File: config.mk
export PLATFORM = sky130hd
export DESIGN_NAME = i2c_master_register_sequencer
export DESIGN_NICKNAME = d
export VERILOG_FILES = /design/src/rtl/i2cms_pkg.sv /design/src/rtl/i2c_master_register_sequencer.sv
export SDC_FILE = /design/constraint.sdc
export NUM_CORES = 1
export LEC_CHECK = 0
export BUFFER_PORTS_ARGS = -buffer_cell sky130_fd_sc_hd__buf_2
export CORE_MARGIN = 8
export CORE_UTILIZATION = 50
export CTS_CLUSTER_SIZE = 16
export DETAILED_ROUTE_END_ITERATION = 8
export PLACE_DENSITY_LB_ADDON = 0.1
export SKIP_LAST_GASP = 1
export SLEW_MARGIN = 30
export SYNTH_ARGS = -nofsm -noshare
export SYNTH_HDL_FRONTEND = slang
export SYNTH_SLANG_ARGS = --single-unit
File: constraint.sdc
create_clock -name clk -period 4.8 [get_ports clk]
set_clock_uncertainty 0.2 [all_clocks]
set_input_delay 0.24 -clock clk [delete_from_list [all_inputs] [get_ports clk]]
set_output_delay 0.24 -clock clk [all_outputs]
set_load 0.01 [all_outputs]
File: src/rtl/i2cms_pkg.sv
`default_nettype none

package i2cms_pkg;

  // default width of the transfer byte counter
  localparam int unsigned CountBitsDefault = 16;

  // request opcodes
  localparam logic [1:0] OP_READ  = 2'd0;
  localparam logic [1:0] OP_WRITE = 2'd1;
  localparam logic [1:0] OP_EVENT = 2'd2;
  localparam logic [1:0] OP_ERROR = 2'd3;

  // peripheral event flag positions
  localparam int unsigned EV_SB   = 0;
  localparam int unsigned EV_ADDR = 1;
  localparam int unsigned EV_TXE  = 2;
  localparam int unsigned EV_RXNE = 3;
  localparam int unsigned EV_BTF  = 4;

  // error flag positions
  localparam int unsigned ER_NACK    = 0;
  localparam int unsigned ER_BUS     = 1;
  localparam int unsigned ER_ARLO    = 2;
  localparam int unsigned ER_OVR     = 3;
  localparam int unsigned ER_TIMEOUT = 4;

  // error codes
  localparam logic [1:0] ERR_NONE     = 2'd0;
  localparam logic [1:0] ERR_NACK     = 2'd1;
  localparam logic [1:0] ERR_RECOVERY = 2'd2;
  localparam logic [1:0] ERR_TIMEOUT  = 2'd3;

  // ack and interrupt control codes
  localparam logic [1:0] CTL_KEEP    = 2'd0;
  localparam logic [1:0] CTL_ENABLE  = 2'd1;
  localparam logic [1:0] CTL_DISABLE = 2'd2;

  typedef enum logic [2:0] {
    PH_IDLE      = 3'd0,
    PH_START     = 3'd1,
    PH_SADDR     = 3'd2,
    PH_SEND_REG  = 3'd3,
    PH_SEND_DATA = 3'd4,
    PH_RESTART   = 3'd5,
    PH_READ_DATA = 3'd6,
    PH_DATA_SENT = 3'd7
  } phase_t;

  typedef struct packed {
    logic [1:0]  op;
    logic [6:0]  slave_addr;
    logic [7:0]  reg_addr;
    logic [15:0] byte_count;
    logic [7:0]  tx_byte;
    logic [7:0]  rx_byte;
    logic [4:0]  event_flags;
    logic [4:0]  error_flags;
  } in_t;

  typedef struct packed {
    logic       send_valid;
    logic [7:0] send_value;
    logic       store_valid;
    logic [7:0] store_value;
    logic       tx_taken;
    logic       start_request;
    logic       stop_request;
    logic [1:0] ack_control;
    logic [1:0] irq_control;
    logic       reset_request;
    logic [1:0] error_code;
    logic       busy_res;
  } out_t;

endpackage

`default_nettype wire

File: src/rtl/i2c_master_register_sequencer.sv
`default_nettype none

// i2c master register read/write sequencer. each request is a command (read or
// write: slave address, register address, byte count) or a peripheral event or
// error event; every request yields exactly one result telling the peripheral
// driver what to do next (byte to send, byte to store, start/stop/ack/irq
// control, abort) plus the last error code and whether a transfer is still
// running. one request is accepted per clock while in_stall is low: the transfer
// state is registered at the accepting edge, and so is the result, in the result
// register, or in the skid register while the result register holds a result
// not yet taken. a two-entry output stage (result register plus skid register)
// lets requests keep flowing while a result waits; in_stall rises only once
// both entries are full. a command while busy replaces the running transfer,
// and any error event ends the transfer and returns the block to idle.
module i2c_master_register_sequencer #(
  parameter int unsigned COUNT_BITS = i2cms_pkg::CountBitsDefault
) (
  input  wire             clk,
  input  wire             rst_n,
  input  wire             in_valid,
  output logic            in_stall,
  input  i2cms_pkg::in_t  in_data,
  output logic            out_valid,
  input  wire             out_stall,
  output i2cms_pkg::out_t out_data
);

  // transfer state
  i2cms_pkg::phase_t     phase_r, phase_nxt;
  logic                  read_addr_phase_r, read_addr_phase_nxt;
  logic                  reg_sent_r, reg_sent_nxt;
  logic                  is_read_r, is_read_nxt;
  logic [6:0]            target_addr_r, target_addr_nxt;
  logic [7:0]            target_reg_r, target_reg_nxt;
  logic [COUNT_BITS-1:0] bytes_left_r, bytes_left_nxt;
  logic [1:0]            last_error_r, last_error_nxt;

  // output stage
  logic            out_valid_r, skid_valid_r;
  i2cms_pkg::out_t out_data_r, skid_data_r;
  i2cms_pkg::out_t res;

  logic                  in_accept, out_take;
  logic [COUNT_BITS-1:0] bytes_dec;
  logic                  left_is_one, left_is_zero;
  logic [1:0]            err_code;
  logic                  send_abort;

  assign in_stall  = skid_valid_r;
  assign in_accept = in_valid & ~skid_valid_r;
  assign out_take  = out_valid_r & ~out_stall;
  assign out_valid = out_valid_r;
  assign out_data  = out_data_r;

  assign bytes_dec    = bytes_left_r - COUNT_BITS'(1);
  assign left_is_one  = (bytes_left_r == COUNT_BITS'(1));
  assign left_is_zero = (bytes_left_r == '0);

  // error ranking: timeout, then recovery class, then nack
  always_comb begin
    err_code   = i2cms_pkg::ERR_RECOVERY;
    send_abort = 1'b1;
    if (in_data.error_flags[i2cms_pkg::ER_NACK]) begin
      err_code = i2cms_pkg::ERR_NACK;
    end
    if (in_data.error_flags[i2cms_pkg::ER_BUS] || in_data.error_flags[i2cms_pkg::ER_OVR]) begin
      err_code = i2cms_pkg::ERR_RECOVERY;
    end
    if (in_data.error_flags[i2cms_pkg::ER_ARLO]) begin
      err_code   = i2cms_pkg::ERR_RECOVERY;
      send_abort = 1'b0;  // lost the bus, no abort
    end
    if (in_data.error_flags[i2cms_pkg::ER_TIMEOUT]) begin
      err_code = i2cms_pkg::ERR_TIMEOUT;
    end
  end

  // next state and result for the request on the input
  always_comb begin
    phase_nxt           = phase_r;
    read_addr_phase_nxt = read_addr_phase_r;
    reg_sent_nxt        = reg_sent_r;
    is_read_nxt         = is_read_r;
    target_addr_nxt     = target_addr_r;
    target_reg_nxt      = target_reg_r;
    bytes_left_nxt      = bytes_left_r;
    last_error_nxt      = last_error_r;
    res                 = '0;

    unique case (in_data.op)
      i2cms_pkg::OP_READ, i2cms_pkg::OP_WRITE: begin
        // latch the command and ask for START
        target_addr_nxt     = in_data.slave_addr;
        target_reg_nxt      = in_data.reg_addr;
        bytes_left_nxt      = COUNT_BITS'(in_data.byte_count);
        is_read_nxt         = (in_data.op == i2cms_pkg::OP_READ);
        phase_nxt           = i2cms_pkg::PH_START;
        read_addr_phase_nxt = 1'b0;
        reg_sent_nxt        = 1'b0;
        res.irq_control     = i2cms_pkg::CTL_ENABLE;
        res.start_request   = 1'b1;
      end
      i2cms_pkg::OP_EVENT: begin
        // only the highest priority flag is handled
        if (in_data.event_flags[i2cms_pkg::EV_SB]) begin
          if (phase_r == i2cms_pkg::PH_START) begin
            read_addr_phase_nxt = 1'b0;
            res.send_valid      = 1'b1;
            res.send_value      = {target_addr_r, 1'b0};
            phase_nxt           = i2cms_pkg::PH_SADDR;
          end else if (phase_r == i2cms_pkg::PH_RESTART) begin
            read_addr_phase_nxt = 1'b1;
            res.send_valid      = 1'b1;
            res.send_value      = {target_addr_r, 1'b1};
            phase_nxt           = i2cms_pkg::PH_SADDR;
          end
        end else if (in_data.event_flags[i2cms_pkg::EV_ADDR]) begin
          if (phase_r == i2cms_pkg::PH_SADDR && !read_addr_phase_r) begin
            phase_nxt = is_read_r ? i2cms_pkg::PH_SEND_REG : i2cms_pkg::PH_SEND_DATA;
          end else if (phase_r == i2cms_pkg::PH_SADDR && is_read_r) begin
            phase_nxt = i2cms_pkg::PH_READ_DATA;
            if (left_is_one) begin
              res.ack_control = i2cms_pkg::CTL_DISABLE;
            end else if (!left_is_zero) begin
              res.ack_control = i2cms_pkg::CTL_ENABLE;
            end
          end
        end else if (in_data.event_flags[i2cms_pkg::EV_TXE]) begin
          if (phase_r == i2cms_pkg::PH_SEND_REG || phase_r == i2cms_pkg::PH_SEND_DATA) begin
            if (!reg_sent_r) begin
              res.send_valid = 1'b1;
              res.send_value = target_reg_r;
              reg_sent_nxt   = 1'b1;
            end else if (phase_r == i2cms_pkg::PH_SEND_REG) begin
              // register byte done on a read: repeated start
              res.start_request = 1'b1;
              phase_nxt         = i2cms_pkg::PH_RESTART;
            end else begin
              if (!left_is_zero) begin
                res.send_valid = 1'b1;
                res.send_value = in_data.tx_byte;
                res.tx_taken   = 1'b1;
                bytes_left_nxt = bytes_dec;
              end
              if (left_is_zero || left_is_one) begin
                phase_nxt = i2cms_pkg::PH_DATA_SENT;
              end
            end
          end
        end else if (in_data.event_flags[i2cms_pkg::EV_RXNE]) begin
          if (phase_r == i2cms_pkg::PH_READ_DATA) begin
            if (left_is_one) begin
              // last byte: stop and go idle
              res.stop_request = 1'b1;
              res.store_valid  = 1'b1;
              res.store_value  = in_data.rx_byte;
              bytes_left_nxt   = '0;
              phase_nxt        = i2cms_pkg::PH_IDLE;
              res.irq_control  = i2cms_pkg::CTL_DISABLE;
            end else if (!left_is_zero) begin
              bytes_left_nxt  = bytes_dec;
              res.store_valid = 1'b1;
              res.store_value = in_data.rx_byte;
              if (bytes_dec == COUNT_BITS'(1)) begin
                res.ack_control = i2cms_pkg::CTL_DISABLE;  // nack the final byte
              end
            end
          end
        end else if (in_data.event_flags[i2cms_pkg::EV_BTF]) begin
          if (phase_r == i2cms_pkg::PH_DATA_SENT) begin
            res.stop_request = 1'b1;
            phase_nxt        = i2cms_pkg::PH_IDLE;
            res.irq_control  = i2cms_pkg::CTL_DISABLE;
          end
        end
      end
      i2cms_pkg::OP_ERROR: begin
        // errors while idle are dropped
        if (phase_r != i2cms_pkg::PH_IDLE) begin
          last_error_nxt    = err_code;
          res.reset_request = send_abort;
          phase_nxt         = i2cms_pkg::PH_IDLE;
        end
      end
      default: begin
      end
    endcase

    res.error_code = last_error_nxt;
    res.busy_res   = (phase_nxt != i2cms_pkg::PH_IDLE);
  end

  // transfer state register
  always_ff @(posedge clk) begin
    if (!rst_n) begin
      phase_r           <= i2cms_pkg::PH_IDLE;
      read_addr_phase_r <= 1'b0;
      reg_sent_r        <= 1'b0;
      is_read_r         <= 1'b0;
      target_addr_r     <= '0;
      target_reg_r      <= '0;
      bytes_left_r      <= '0;
      last_error_r      <= i2cms_pkg::ERR_NONE;
    end else if (in_accept) begin
      phase_r           <= phase_nxt;
      read_addr_phase_r <= read_addr_phase_nxt;
      reg_sent_r        <= reg_sent_nxt;
      is_read_r         <= is_read_nxt;
      target_addr_r     <= target_addr_nxt;
      target_reg_r      <= target_reg_nxt;
      bytes_left_r      <= bytes_left_nxt;
      last_error_r      <= last_error_nxt;
    end
  end

  // output register plus skid entry, results stay in order
  always_ff @(posedge clk) begin
    if (!rst_n) begin
      out_valid_r  <= 1'b0;
      skid_valid_r <= 1'b0;
    end else begin
      if (skid_valid_r) begin
        // no new request while the skid entry is full
        if (out_take) begin
          out_valid_r  <= 1'b1;
          skid_valid_r <= 1'b0;
        end
      end else if (in_accept) begin
        if (!out_valid_r || out_take) begin
          out_valid_r <= 1'b1;
        end else begin
          skid_valid_r <= 1'b1;
        end
      end else if (out_take) begin
        out_valid_r <= 1'b0;
      end
    end
  end

  always_ff @(posedge clk) begin
    if (skid_valid_r) begin
      if (out_take) begin
        out_data_r <= skid_data_r;
      end
    end else if (in_accept) begin
      if (!out_valid_r || out_take) begin
        out_data_r <= res;
      end else begin
        skid_data_r <= res;
      end
    end
  end

endmodule

`default_nettype wire

==> Word-level counts from Yosys, hierarchy flattened <==
Index checks and enable logic that the tools add are counted.
{ "op_classes": {"reduce_logical": 24, "n_mux": 111, "eq_ne": 25, "bitwise_logic": 5, "addsub": 1} }
{ "op_table": {"columns": ["cell", "n"], "rows": [
  ["2-to-1 mux 16 bit", 11],
  ["2-to-1 mux 9 bit", 13],
  ["2-to-1 mux 29 bit", 4],
  ["2-to-1 mux 3 bit", 19],
  ["2-to-1 mux 2 bit", 22],
  ["2-to-1 mux 5 bit", 7],
  ["equality test 16 x 1 -> 1 bit, second input constant", 2],
  ["one-hot mux 16 bit (2 select lines)", 1],
  ["2-to-1 mux 1 bit", 27],
  ["2-to-1 mux 21 bit", 1],
  ["2-to-1 mux 19 bit", 1],
  ["!= test 3 bit, second input constant", 6],
  ["zero test 16 bit", 1],
  ["subtractor 16 x 1 -> 16 bit, second input constant", 1],
  ["equality test 3 bit, second input constant", 4],
  ["!= test 2 bit, second input constant", 5],
  ["one-hot mux 3 bit (3 select lines)", 1],
  ["AND reduction 3 bit", 3],
  ["AND reduction 9 bit", 1],
  ["nonzero test 2 bit", 4],
  ["equality test 3 x 2 -> 1 bit, second input constant", 2],
  ["one-hot mux 1 bit (2 select lines)", 3],
  ["AND reduction 6 bit", 1],
  ["nonzero test 3 bit", 2],
  ["15 further kinds", 24]
]} }
{ "word_totals": {"wordCells": 200, "ff_bits": 99} }

==> Depth between registers and ports, before layout <==
{ "logic_depth": {"depth_word": 19, "ltp_mapped": 10, "ltp_nobuf": 8} }

==> Worst setup path before layout <==
No wires, ideal clock.
{ "synth_timing": {"kind": "reg2reg", "start": "register skid_valid_r, in the netlist in_stall", "end": "register out_data_r (netlist bit out_data[0]), enable pin", "stages_incl_launch_ff": 5, "slack_ps": 1120, "required_time_ps": 4140, "setup_ps": 460, "arrival_ps": 3020, "n_path_buf": 2, "cell_sequence": "dfxtp_1 nand2b_1 clkbuf_1 clkbuf_1 a21boi_0"} }
{ "synth_between": {"elab_chain_cells": 4} }
{ "synth_rtl": {"columns": ["element", "line", "source"], "rows": [
  ["start, declared", "i2c_master_register_sequencer.sv:39", "logic out_valid_r, skid_valid_r;"],
  ["start signal, assigned", "i2c_master_register_sequencer.sv:220", "skid_valid_r <= 1'b0;"],
  ["start signal, assigned", "i2c_master_register_sequencer.sv:226", "skid_valid_r <= 1'b0;"],
  ["start signal, assigned", "i2c_master_register_sequencer.sv:232", "skid_valid_r <= 1'b1;"],
  ["NOT 1 bit (no source line)", null, null],
  ["bitwise AND 1 bit", "i2c_master_register_sequencer.sv:50", "assign in_accept = in_valid & ~skid_valid_r;"],
  ["nonzero test 2 bit (no source line)", null, null],
  ["AND reduction 3 bit (no source line) (*)", null, null],
  ["end signal, assigned", "i2c_master_register_sequencer.sv:243", "out_data_r <= skid_data_r;"],
  ["end signal, assigned", "i2c_master_register_sequencer.sv:247", "out_data_r <= res;"],
  ["end, declared", "i2c_master_register_sequencer.sv:40", "i2cms_pkg::out_t out_data_r, skid_data_r;"]
]} }
Mark *: on every way between the ends. The rest lies on a longest branch, timed or not.
A chain may end at the register's enable or synchronous reset.

==> Worst setup path in the final report <==
{ "layout_timing": {"start": "register bytes_left_r[0]", "end": "register out_data_r (netlist bit out_data[7]), data pin"} }
{ "layout_between": {"elab_chain_cells": 19} }
{ "layout_rtl": {"columns": ["element", "line", "source"], "rows": [
  ["start, declared", "i2c_master_register_sequencer.sv:35", "logic [COUNT_BITS-1:0] bytes_left_r, bytes_left_nxt;"],
  ["start signal, assigned", "i2c_master_register_sequencer.sv:211", "bytes_left_r <= bytes_left_nxt;"],
  ["subtractor 16 x 1 -> 16 bit", "i2c_master_register_sequencer.sv:55", "assign bytes_dec = bytes_left_r - COUNT_BITS'(1);"],
  ["equality test 16 x 1 -> 1 bit", "i2c_master_register_sequencer.sv:164", "if (bytes_dec == COUNT_BITS'(1)) begin"],
  ["2-to-1 mux 2 bit", "i2c_master_register_sequencer.sv:164", null],
  ["2-to-1 mux 2 bit", "i2c_master_register_sequencer.sv:160", "end else if (!left_is_zero) begin"],
  ["2-to-1 mux 2 bit", "i2c_master_register_sequencer.sv:152", "if (left_is_one) begin"],
  ["2-to-1 mux 5 bit", "i2c_master_register_sequencer.sv:151", "if (phase_r == i2cms_pkg::PH_READ_DATA) begin"],
  ["2-to-1 mux 5 bit", "i2c_master_register_sequencer.sv:150", "end else if (in_data.event_flags[i2cms_pkg::EV_RXNE]) begin"],
  ["2-to-1 mux 5 bit", "i2c_master_register_sequencer.sv:128", "end else if (in_data.event_flags[i2cms_pkg::EV_TXE]) begin"],
  ["[3 not listed]", null, null],
  ["2-to-1 mux 2 bit", "i2c_master_register_sequencer.sv:150", null],
  ["2-to-1 mux 5 bit", "i2c_master_register_sequencer.sv:128", null],
  ["2-to-1 mux 2 bit (*)", "i2c_master_register_sequencer.sv:117", "end else if (in_data.event_flags[i2cms_pkg::EV_ADDR]) begin"],
  ["2-to-1 mux 16 bit (*)", "i2c_master_register_sequencer.sv:105", "if (in_data.event_flags[i2cms_pkg::EV_SB]) begin"],
  ["2-to-1 mux 3 bit (*)", "i2c_master_register_sequencer.sv:90", "unique case (in_data.op)"],
  ["2-to-1 mux 29 bit (*)", "i2c_master_register_sequencer.sv:246", "if (!out_valid_r || out_take) begin"],
  ["2-to-1 mux 29 bit (*)", "i2c_master_register_sequencer.sv:245", "end else if (in_accept) begin"],
  ["2-to-1 mux 29 bit (*)", "i2c_master_register_sequencer.sv:241", "if (skid_valid_r) begin"]
]} }
Mark *: on every way between the ends. The rest lies on a longest branch, timed or not. The select of a mux whose other input is x is not followed.

==> impl_metrics.tcl <==
set metrics [dict create \
    run_status "completed" \
    timing.critical_path.to_type "flip-flop" \
    yosysWarningCount 0 \
    cts_setup_buffers 0 \
    floorplan.io_pins 94 \
    timing.fmax_mhz 301 \
    synth_nets 592 \
    drt-wirelength-per-cell_um 17.4 \
    pwr_density_cell_mw_per_mm2 304 \
    die_x_um 118 \
    compound_gate_portion_of_the_synthesized_area 0.194 \
    track_usage 0.191 \
    syn-mean-instance-area_um2 9.85 \
    initial_core_util 0.507 \
    count_of_nets_left_with_antenna_violations_after_detail_routing 0 \
    layout_cell_share_with_drive_strength_beyond_1 0.241 \
    layout.cells.most_common_list "buf_2 (93), nand2_1 (69), edfxtp_1 (58), dfxtp_1 (41), dlygate4sd3_1 (39)" \
    worst_r2r_startpoint "bytes_left_r[0]" \
    postSynthCellCount 525 \
    postLayoutSetupSlackWorst_ns 1.48 \
    min_period_over_period 0.692 \
    hold_class "input port to flip-flop" \
    required_time_reported_for_the_critical_path_endpoint_ns 4.84 \
    core_mm2 0.0102 \
    cp_cell_sequence "inv_1, ha_1, xor2_1, nor4_1, nand4b_1, or4_1, a2111oi_2, o31a_1" \
    power.ir.vdd_worst_uv 158 \
    post-dp-hpwl_um 9320 \
    finalMaxSlewViolations 0 \
    numClockSinks 99 \
    fp.dieArea_mm2 0.0138 \
    number_of_enable_flip_flop_cells_after_synthesis 58 \
    rows 37 \
    detailedPlace.worstSlack_ns 1.57 \
    setup-tns-final_ns 0 \
    leakagePower_uw 0.00242 \
    synthSimpleGateAreaFrac 0.196 \
    htree_num_levels 3 \
    main_combinational_cell_family_by_area_after_synthesis "simple AND/OR/NAND/NOR gates" \
    postCtsHoldBufs 39 \
    postCtsResizedCells 0 \
    fp.dieH_um 118 \
    clock_insertion_delay_at_the_later_pin_of_the_skew_report_ns 0.37 \
    p_total_uw 1920 \
    number_of_drc_markers_after_the_initial_detailed_route_iteration 399 \
    drt_wl_total_um 13500 \
    cts-root-buf "clkbuf_8" \
    yosys.area.top_type "edfxtp_1" \
    detailedRoute.firstPassIterationCount 5 \
    largest_net_degree_at_the_start_of_global_routing 43 \
    max_stage_delay_ns 0.61 \
    final_setup_fails 0 \
    synth.cell_area_mm2 0.00517 \
    remaining_drc_errors 0 \
    clockBufferDepth 2 \
    yosys_most_used_dff "edfxtp_1" \
    worst_path_max_delay_cell "dfxtp_1" \
    worst-slew-pin-transition_ns 1.04 \
    layout_min_cycle_time_ns 3.32 \
    worst-setup-path-type "flip-flop to flip-flop" \
    fin_nets 701 \
    synthTopCellsByArea "edfxtp_1 (34%), dfxtp_1 (16%), nand2_1 (5.0%), mux2_2 (4.8%), a21boi_0 (2.6%)" \
    synthDistinctLibCells 69 \
    hold_start "out_stall" \
    final_common_cell "buf_2" \
    synthAdderAreaFrac 0.00968 \
    synthXorXnorAreaFrac 0.0102 \
    rr_worst_depth 8 \
    vias_per_cell 5.69 \
    rrSetupSlack_ns 1.48 \
    grt-ovfl-total 0 \
    via_count_of_the_first_global_routing_pass 4281 \
    antenna_found_initial 0 \
    max_slew_headroom_at_the_worst_pin 0.305 \
    maxCapViolCount 0 \
    synth_async_sr_flop_share 0 \
    synth_seq_cells 99 \
    timing.critical_path.arrival_ns 3.36 \
    cts_inserted_buffers 9 \
    worst_setup_hold_path_clk_slew_ns 0.09 \
    synth_largest_type_area_fraction 0.337 \
    port-buffer-count 93 \
    area.growth.synth_to_final_pct 22.0 \
    worst_setup_path_startpoint "bytes_left_r[0]" \
    tritoncts "yes" \
    worst_hold_path.num_cells 3 \
    worstPathMaxFanout 11 \
    hold_viol 0 \
    insertedDiodeCount 0 \
    vias 4413 \
    synth_sequential_area_ratio 0.496 \
    wire_length_of_the_first_global_routing_pass_um 22000 \
    setup_repair_after_global_routing_missed_its_margin "false" \
    synth.mux.area_fraction 0.0479 \
    setup.worst_path.start_class "flip-flop" \
    routabilityCongestion 0.886 \
]
## final timing paths
kind / end
setup / recovery: out_data[7]
hold / removal: out_valid
setup reg to reg: out_data[7]
hold reg to reg: target_reg_r[7]
## registers in the layout (all words and copies together) (netlist names), 2 cells and up
name and count:
bytes_left_r 16, last_error_r 2, out_data 29, phase_r 3
skid_data_r 29, target_addr_r 7, target_reg_r 8
## cell families after synthesis
family,after synthesis
buffers and inverters,60
AO/OA/AOI/OAI,143
AND/OR/NAND/NOR,191
multiplexers,22
adder cells (fa/ha/maj),4
flip-flops,99
XOR/XNOR,6
## stage by stage
step                      cells  utilization  area (µm²)  hold slack [ns]
after CTS                   774        0.617        6290          0.00941
after global placement      719        0.558        5680            0.252
after detailed placement    719        0.558        5680            0.258
after global routing        775        0.619        6300           0.0224
final                       775        0.619        6300           0.0231
after floorplan             525            -        5170            0.173
## cells in the mapped netlist (12+ instances only)
cell type and n:
nand2_1 69, edfxtp_1 58, dfxtp_1 41, clkbuf_1 28
nor2_1 27, o21ai_0 27, a21oi_1 26, inv_1 22
mux2_2 22, a21boi_0 18, and2_1 14, nor3_1 14
nor2b_1 12
## power by group
part / internal [µW] / switching (µW)
Clock: 278 / 301
Sequential: 945 / 32.2
Combinational: 150 / 210
## metal layers
| layer | vias to the layer above | global-route usage | wire length [µm] |
|---|---|---|---|
| met5 | - | 0 | 0 |
| met4 | 0 | 0.0689 | 239 |
| met3 | 16 | 0.0365 | 875 |
| met2 | 160 | 0.299 | 6130 |
| met1 | 2087 | 0.258 | 6210 |
| li1 | 2150 | - | - |
## critical path, delay by kind of cell (launching register included)
kind,cells,cell delay (ns)
compound gates,2,0.63
xor+xnor,1,0.22
fa+ha+maj,1,0.39
buf+inv,1,0.17
flops,1,0.61
simple gates,3,0.97
## final cells by class
class                           count  area (µm²)
Tap cell                          136         170
Timing Repair Buffer              136         893
Clock buffer                       12         156
Inverter                           22        82.6
Clock inverter                      4        57.6
Sequential cell                    99        2560
Multi-Input combinational cell    366        2380
Fill cell                         858        3880
(Power assumes the default switching activity.)
